--- src/rtl/cfd_pkg.sv ---
// Shared types and constants for the CRC framed packet deframer.
package cfd_pkg;

    localparam int unsigned CFG_ADDR_W = 4;
    localparam int unsigned CFG_DATA_W = 32;

    localparam logic [1:0] REG_MAGIC_FIRST  = 2'd0;
    localparam logic [1:0] REG_MAGIC_SECOND = 2'd1;
    localparam logic [1:0] REG_CRC_SEED     = 2'd2;
    localparam logic [1:0] REG_MAX_LEN      = 2'd3;

    localparam logic [7:0]  MAGIC_RESET   = 8'h00;
    localparam logic [15:0] SEED_RESET    = 16'hFFFF;
    localparam logic [10:0] MAX_LEN_RESET = 11'd1024;

    localparam logic [15:0] CRC_POLY = 16'h1021;

    typedef struct packed {
        logic [7:0]  magic_first;
        logic [7:0]  magic_second;
        logic [15:0] crc_seed;
        logic [10:0] max_payload_len;
    } cfg_t;

    typedef enum logic [1:0] {
        KIND_PAYLOAD   = 2'd0,
        KIND_FRAME_OK  = 2'd1,
        KIND_LEN_ERROR = 2'd2,
        KIND_CRC_ERROR = 2'd3
    } kind_t;

    typedef enum logic [3:0] {
        PH_HUNT0   = 4'd0,
        PH_HUNT1   = 4'd1,
        PH_LEN_LO  = 4'd2,
        PH_LEN_HI  = 4'd3,
        PH_TYPE    = 4'd4,
        PH_SEQ     = 4'd5,
        PH_PAYLOAD = 4'd6,
        PH_CRC_LO  = 4'd7,
        PH_CRC_HI  = 4'd8
    } phase_t;

endpackage

--- src/rtl/cfd_regs.sv ---
// APB configuration registers for the deframer.
module cfd_regs (
    input  logic                            aclk,
    input  logic                            aresetn,
    input  logic                            psel,
    input  logic                            penable,
    input  logic                            pwrite,
    input  logic [cfd_pkg::CFG_ADDR_W-1:0]  paddr,
    input  logic [cfd_pkg::CFG_DATA_W-1:0]  pwdata,
    output logic [cfd_pkg::CFG_DATA_W-1:0]  prdata,
    output logic                            pready,
    output cfd_pkg::cfg_t                   cfg
);
    import cfd_pkg::*;

    cfg_t       cfg_reg;
    logic       wr_en;
    logic [1:0] reg_idx;

    assign pready  = 1'b1;
    assign wr_en   = psel && penable && pwrite && pready;
    assign reg_idx = paddr[3:2];
    assign cfg     = cfg_reg;

    always_ff @(posedge aclk) begin
        if (!aresetn) begin
            cfg_reg.magic_first     <= MAGIC_RESET;
            cfg_reg.magic_second    <= MAGIC_RESET;
            cfg_reg.crc_seed        <= SEED_RESET;
            cfg_reg.max_payload_len <= MAX_LEN_RESET;
        end else if (wr_en) begin
            case (reg_idx)
                REG_MAGIC_FIRST:  cfg_reg.magic_first     <= pwdata[7:0];
                REG_MAGIC_SECOND: cfg_reg.magic_second    <= pwdata[7:0];
                REG_CRC_SEED:     cfg_reg.crc_seed        <= pwdata[15:0];
                REG_MAX_LEN:      cfg_reg.max_payload_len <= pwdata[10:0];
                default: ;
            endcase
        end
    end

    always_comb begin
        case (reg_idx)
            REG_MAGIC_FIRST:  prdata = {24'd0, cfg_reg.magic_first};
            REG_MAGIC_SECOND: prdata = {24'd0, cfg_reg.magic_second};
            REG_CRC_SEED:     prdata = {16'd0, cfg_reg.crc_seed};
            REG_MAX_LEN:      prdata = {21'd0, cfg_reg.max_payload_len};
            default:          prdata = '0;
        endcase
    end

endmodule

--- src/rtl/crc_framed_packet_deframer.sv ---
// Top level: byte-stream deframer for length-prefixed frames with CRC-16/CCITT.
//
//   channel  direction  handshake          payload
//   s_       in         s_valid/s_ready    s_rx_byte
//   m_       out        m_valid/m_ready    m_kind, m_data_out, m_msg_type, m_seq_num,
//                                          m_frame_len, m_end_of_frame
//   APB      in         psel/penable/...   magic_first, magic_second, crc_seed, max_len
//
// One byte is taken per cycle; the phase step and byte-wide CRC update run in the
// same cycle as the transfer and the result lands in the output register.
// A byte is taken while the output register is empty or being drained, so a
// stalled m_ready holds input after one pending result.
// aresetn is synchronous: phase returns to hunting and the output register empties.
module crc_framed_packet_deframer #(
    parameter int unsigned MAX_PAYLOAD = 1024
) (
    input  logic                            aclk,
    input  logic                            aresetn,
    input  logic                            s_valid,
    output logic                            s_ready,
    input  logic [7:0]                      s_rx_byte,
    output logic                            m_valid,
    input  logic                            m_ready,
    output cfd_pkg::kind_t                  m_kind,
    output logic [7:0]                      m_data_out,
    output logic [7:0]                      m_msg_type,
    output logic [7:0]                      m_seq_num,
    output logic [10:0]                     m_frame_len,
    output logic                            m_end_of_frame,
    input  logic                            psel,
    input  logic                            penable,
    input  logic                            pwrite,
    input  logic [cfd_pkg::CFG_ADDR_W-1:0]  paddr,
    input  logic [cfd_pkg::CFG_DATA_W-1:0]  pwdata,
    output logic [cfd_pkg::CFG_DATA_W-1:0]  prdata,
    output logic                            pready
);
    import cfd_pkg::*;

    localparam logic [15:0] MaxPayload = 16'(MAX_PAYLOAD);

    function automatic logic [15:0] crc16_byte(input logic [15:0] crc, input logic [7:0] b);
        logic [15:0] c;
        c = crc ^ {b, 8'h00};
        for (int i = 0; i < 8; i++) begin
            c = c[15] ? ((c << 1) ^ CRC_POLY) : (c << 1);
        end
        return c;
    endfunction

    cfg_t cfg;

    cfd_regs u_regs (
        .aclk    (aclk),
        .aresetn (aresetn),
        .psel    (psel),
        .penable (penable),
        .pwrite  (pwrite),
        .paddr   (paddr),
        .pwdata  (pwdata),
        .prdata  (prdata),
        .pready  (pready),
        .cfg     (cfg)
    );

    phase_t      phase_reg, phase_next;
    logic [15:0] crc_reg, crc_next;
    logic [10:0] length_reg, length_next;
    logic [10:0] left_reg, left_next;
    logic [7:0]  type_reg, type_next;
    logic [7:0]  seq_reg, seq_next;
    logic [7:0]  hold_reg, hold_next;

    logic        m_valid_reg, m_valid_next;
    kind_t       kind_reg, kind_next;
    logic [7:0]  data_reg, data_next;
    logic [7:0]  mtype_reg, mtype_next;
    logic [7:0]  mseq_reg, mseq_next;
    logic [10:0] flen_reg, flen_next;
    logic        eof_reg, eof_next;

    logic        accept;
    logic        emit;
    logic [15:0] crc_upd;
    logic [15:0] wire16;
    logic [15:0] limit;

    assign s_ready = !m_valid_reg || m_ready;
    assign accept  = s_valid && s_ready;
    assign crc_upd = crc16_byte(crc_reg, s_rx_byte);
    assign wire16  = {s_rx_byte, hold_reg};
    assign limit   = ({5'd0, cfg.max_payload_len} < MaxPayload) ?
                     {5'd0, cfg.max_payload_len} : MaxPayload;

    always_comb begin
        phase_next  = phase_reg;
        crc_next    = crc_reg;
        length_next = length_reg;
        left_next   = left_reg;
        type_next   = type_reg;
        seq_next    = seq_reg;
        hold_next   = hold_reg;
        emit        = 1'b0;
        kind_next   = KIND_PAYLOAD;
        data_next   = 8'd0;
        mtype_next  = type_reg;
        mseq_next   = seq_reg;
        flen_next   = length_reg;
        eof_next    = 1'b0;
        case (phase_reg)
            PH_HUNT1: begin
                if (s_rx_byte == cfg.magic_second) begin
                    crc_next   = cfg.crc_seed;
                    phase_next = PH_LEN_LO;
                end else begin
                    phase_next = (s_rx_byte == cfg.magic_first) ? PH_HUNT1 : PH_HUNT0;
                end
            end
            PH_LEN_LO: begin
                crc_next   = crc_upd;
                hold_next  = s_rx_byte;
                phase_next = PH_LEN_HI;
            end
            PH_LEN_HI: begin
                crc_next = crc_upd;
                if (wire16 > limit) begin
                    emit       = 1'b1;
                    kind_next  = KIND_LEN_ERROR;
                    mtype_next = 8'd0;
                    mseq_next  = 8'd0;
                    flen_next  = (|wire16[15:11]) ? 11'h7FF : wire16[10:0];
                    eof_next   = 1'b1;
                    phase_next = PH_HUNT0;
                end else begin
                    length_next = wire16[10:0];
                    left_next   = wire16[10:0];
                    phase_next  = PH_TYPE;
                end
            end
            PH_TYPE: begin
                crc_next   = crc_upd;
                type_next  = s_rx_byte;
                phase_next = PH_SEQ;
            end
            PH_SEQ: begin
                crc_next   = crc_upd;
                seq_next   = s_rx_byte;
                phase_next = (left_reg != 11'd0) ? PH_PAYLOAD : PH_CRC_LO;
            end
            PH_PAYLOAD: begin
                crc_next  = crc_upd;
                left_next = left_reg - 11'd1;
                if (left_reg == 11'd1) begin
                    phase_next = PH_CRC_LO;
                end
                emit      = 1'b1;
                kind_next = KIND_PAYLOAD;
                data_next = s_rx_byte;
            end
            PH_CRC_LO: begin
                hold_next  = s_rx_byte;
                phase_next = PH_CRC_HI;
            end
            PH_CRC_HI: begin
                emit       = 1'b1;
                kind_next  = (wire16 == crc_reg) ? KIND_FRAME_OK : KIND_CRC_ERROR;
                eof_next   = 1'b1;
                phase_next = PH_HUNT0;
            end
            default: begin
                phase_next = (s_rx_byte == cfg.magic_first) ? PH_HUNT1 : PH_HUNT0;
            end
        endcase
    end

    always_comb begin
        if (accept && emit) begin
            m_valid_next = 1'b1;
        end else if (m_ready) begin
            m_valid_next = 1'b0;
        end else begin
            m_valid_next = m_valid_reg;
        end
    end

    always_ff @(posedge aclk) begin
        if (!aresetn) begin
            phase_reg   <= PH_HUNT0;
            crc_reg     <= SEED_RESET;
            length_reg  <= '0;
            left_reg    <= '0;
            type_reg    <= '0;
            seq_reg     <= '0;
            hold_reg    <= '0;
            m_valid_reg <= 1'b0;
        end else begin
            m_valid_reg <= m_valid_next;
            if (accept) begin
                phase_reg  <= phase_next;
                crc_reg    <= crc_next;
                length_reg <= length_next;
                left_reg   <= left_next;
                type_reg   <= type_next;
                seq_reg    <= seq_next;
                hold_reg   <= hold_next;
            end
        end
    end

    always_ff @(posedge aclk) begin
        if (accept && emit) begin
            kind_reg  <= kind_next;
            data_reg  <= data_next;
            mtype_reg <= mtype_next;
            mseq_reg  <= mseq_next;
            flen_reg  <= flen_next;
            eof_reg   <= eof_next;
        end
    end

    assign m_valid        = m_valid_reg;
    assign m_kind         = kind_reg;
    assign m_data_out     = data_reg;
    assign m_msg_type     = mtype_reg;
    assign m_seq_num      = mseq_reg;
    assign m_frame_len    = flen_reg;
    assign m_end_of_frame = eof_reg;

endmodule
--- config.mk ---
export PLATFORM = sky130hd
export DESIGN_NAME = crc_framed_packet_deframer
export DESIGN_NICKNAME = d
export VERILOG_FILES = /design/src/rtl/cfd_pkg.sv /design/src/rtl/cfd_regs.sv /design/src/rtl/crc_framed_packet_deframer.sv
export SDC_FILE = /design/constraint.sdc
export NUM_CORES = 1
export LEC_CHECK = 0
export BUFFER_PORTS_ARGS = -buffer_cell sky130_fd_sc_hd__buf_2
export CAP_MARGIN = 20
export CORE_MARGIN = 5
export CORE_UTILIZATION = 30
export CTS_CLUSTER_SIZE = 25
export DETAILED_ROUTE_END_ITERATION = 6
export PLACE_DENSITY = 0.51
export SLEW_MARGIN = 10
export SYNTH_ARGS = -nofsm -noshare
export SYNTH_HDL_FRONTEND = slang
export SYNTH_SLANG_ARGS = --single-unit
--- constraint.sdc ---
create_clock -name aclk -period 8.66 [get_ports aclk]
set_clock_uncertainty 0.05 [all_clocks]
set_input_delay 0.866 -clock aclk [delete_from_list [all_inputs] [get_ports aclk]]
set_output_delay 0.866 -clock aclk [all_outputs]
set_load 0.03 [all_outputs]
==> metrics.md <==
| Metric | Value |
|---|---|
| WL per Instance | 17.18 um |
| Setup crit start kind | input pin |
| Post-route setup TNS | 0 ns |
| Worst hold margin | around 0.42 ns |
| R2r startpoint | u_regs.cfg[10]$_SDFFE_PN1P_ |
| Largest net degree at the start of global routing | 73 |
| Reg clk slew, reported paths | approximately 0.060 ns |
| Floorplan row count | 57 |
| CTS tree | built |
| CP Capture Type | register |
| Final Util | 35.53% |
| Worst rel slew slack | ~32% |
| Horiz. Die Dim | 167.1 um |
| Req. time, crit path | between 8 and 9 ns |
| Post-Place Worst Slack | roughly 4.8 ns |
| Vias | 5806 |
| Netlist cell types | between 50 and 60 |
| DRC viols | 0 |
| Status | finished, final reports clean |
| Layout cells sized above 1 | ~17% |
| Routed Antenna Nets | 0 |
| Antenna Cells | 0 |
| Htree depth | 4 |
| Met2 usage | between 20% and 30% |
| Design Area, Final | around 8600 um^2 |
| Nets@finish | about 920 |
| Routability Congestion | 0.8165 |
| Reg2reg end | left_reg[4]$_SDFFE_PN0P_ |
| Worst-margin pin slew | just over 1 ns |
| Fin worst setup slack | ~5.3 ns |
| WP data arrival | 3.45 ns |
| Final Max Slew Viols | 0 |
| Max rail drop VDD | about 0.12 mV |
| Max reg flops | 43 |
| Area leader, netlist | dfxtp_1 |
| Worst setup path startpoint | s_rx_byte[4] |
| Final wirelength | 20.53 mm |
| Crit path max-delay cell type | or4b_1 |
| Max-Cap Viols | 0 |
| GR Util met1 | about a fifth |
| Iter 0 DRT Violations | 407 |
| Total power | about 1.6 mW |
| Crit-path leading delay family | simple AND/OR/NAND/NOR gates |
| Final setup viols | 0 |
| Crit path to | m_msg_type[0]$_DFFE_PP_ |
| Register share of total power | 45.4% |
| CP Depth | 8 |
| RSZ-0062 raised after global routing | no |
| First drt pass iteration count | 5 |
| PortBufs | ~90 |
| Clock power share | 47.9% |
| Vias in the first global route | 5491 |
| Reg2reg setup slack | ~5.3 ns |
| Largest fanout on the critical path | 38 |
| Net Sw Frac | 24.56% |
| Max Freq | 295.8 MHz |
| Gr busiest metal | met2 |
| P_leak | approximately 3.5 nW |
| Psw | between 0.3 and 0.4 mW |
| Sink Count | 148 |
| First-pass GRT wire length | around 32 mm |
| Predominant post-synthesis flop cell | dfxtp_1 |
| Core area | ~24000 um^2 |
| Gr ovfl total | 0 |
| P per Cell Area | 181.8 nW/um^2 |
| Synth Instances | roughly 800 |
| Die ar. | around 28000 um^2 |
| Root buffer cell | clkbuf_16 |
| Fraction of registers with async set/reset | 0% |
| Critical path class | input pin to register |
| Dpl cell area | ~8000 um^2 |
| Post-synthesis register bit count | between 100 and 150 |
| Setup Fix Bufs, Post-CTS | 0 |
| Avg Vias per Cell | 4.859 |
| EDFF count, synth | 38 |
| Top-area cell type share of the netlist area | between 20% and 30% |
| Initial Util | a little under a third |
| Fin cells | around 1200 |
| Hold Vio Cnt, Final | 0 |
| Synthesized area per cell | 9.220 um^2 |
| CTS max path bufs | 2 |
| Reg2Reg Depth | 9 |
| Clk Latency, worst-skew pair | between 0.4 and 0.5 ns |
| GR Util met3 | 3.159% |
| Final Cycle Share | between 30% and 40% |
| DP Cell Count | between 1000 and 1500 |
| Num CTS Buffers | 17 |
| Synth area leaders | dfxtp_1, edfxtp_1, mux2i_1, nand2_1, nor2_1 |
| Yosys warns | 0 |
| Area of the mapped netlist | 7403 um^2 |
| Total internal power | between 1 and 1.5 mW |
| Post-route minimum period | roughly 3.4 ns |
| Hold_buf cts | 0 |
| Initial antenna violation count | 0 |
| Post-cts sizing count | 0 |
| # IOs | 124 |
| Comb pwr share | about 6.7% |
| Sequential-to-total area share from yosys stat | 45.16% |
| HP Class | register to register |
| Dpl hpwl | 13.59 mm |
| Crit-path cells | buf_2, nor4_4, or4b_1, nor4_1, a211oi_4, nor2_1, a21oi_4, buf_4 |
| Hold path start | length_reg[10]$_SDFFE_PN0P_ |
| GRT Total Usage | 14.50% |
| CP bufs+invs | 2 |
| Worst path max stage delay | around 0.52 ns |
| Area growth from synthesis to layout | 16.70% |
| Die H | about 170 um |
==> layer usage <==
metal  share of wire (%)  routed length [um]
met5                   0                   0
met4                 1.1                 220
met3                 5.1                1044
met2                  45                9237
met1                  49               10030
==> power by group through the flow <==
| stage | logic (mW) | registers [mW] | clock network [mW] |
|---|---|---|---|
| floorplan | 0.0785 | 0.726 | 0 |
| global placement | 0.105 | 0.728 | 0 |
| detailed placement | 0.105 | 0.728 | 0 |
| CTS | 0.105 | 0.713 | 0.767 |
| global route | 0.113 | 0.713 | 0.800 |
| finish | 0.105 | 0.713 | 0.753 |
==> cells in the mapped netlist (4+ instances only) <==
library cell	number
mux2i_1	69
and3_1	7
nor2b_1	21
nand3_1	35
nand2b_1	5
mux4_2	8
xnor2_1	26
inv_1	10
a21oi_1	40
o31ai_1	7
dfxtp_1	110
nor2_1	94
o211ai_1	8
and2_1	15
nand2_1	94
nor4_1	8
ha_1	13
clkbuf_1	46
edfxtp_1	38
a211oi_1	9
o21ai_0	36
xor2_1	23
buf_4	18
nor3_1	4
buf_2	7
or4_1	4
nand4_1	7
a31oi_1	4
==> cells in the final DEF, fill, tap and decap left out, types with 5 or more instances in the layout <==
master and count:
a211oi_1 8, a21oi_1 39, and2_1 15, and3_1 7, buf_2 88, buf_4 9
clkbuf_16 17, conb_1 17, dfxtp_1 110, edfxtp_1 38, ha_1 13, inv_1 10
mux2i_1 69, mux4_2 8, nand2_1 94, nand2b_1 5, nand3_1 35, nand4_1 7
nor2_1 94, nor2b_1 21, nor4_1 7, o211ai_1 8, o21ai_0 36, o31ai_1 7
xnor2_1 26, xor2_1 23
==> worst min-delay path by stage <==
stage / endpoint / cells past startpoint
final: length_reg[10]$_SDFFE_PN0P_ / 2
after global routing: length_reg[2]$_SDFFE_PN0P_ / 2
after CTS: length_reg[6]$_SDFFE_PN0P_ / 2
after detailed placement: length_reg[6]$_SDFFE_PN0P_ / 2
after global placement: length_reg[10]$_SDFFE_PN0P_ / 2
after floorplan: length_reg[9]$_SDFFE_PN0P_ / 2
==> worst min-delay path: cells and delay by family (launching register included) <==
family         cells  cell delay, ns
AO/OA/AOI/OAI      2            0.12
flip-flops         1            0.30
==> cells by family (layout without fill, tap and decap cells) <==
group	count (synthesis)	in the layout	share of synthesized area, %
simple gates	308	308	19.74
flops	148	148	45.16
compound gates	118	118	9.447
buf+inv	88	141	5.797
mux	77	77	11.76
xor+xnor	49	49	5.797
fa+ha+maj	13	13	2.197
other cells	2	17	0.1014
==> area by class of cell <==
class | count | area [um^2]
Fill cell | 2503 | 15680
Inverter | 12 | 45.04
Tap cell | 324 | 405.4
Clock buffer | 20 | 456.7
Multi-Input combinational cell | 582 | 3736
Timing Repair Buffer | 97 | 508.0
Clock inverter | 12 | 145.1
Sequential cell | 148 | 3343
No activity file was read; power rests on OpenSTA's default activity.
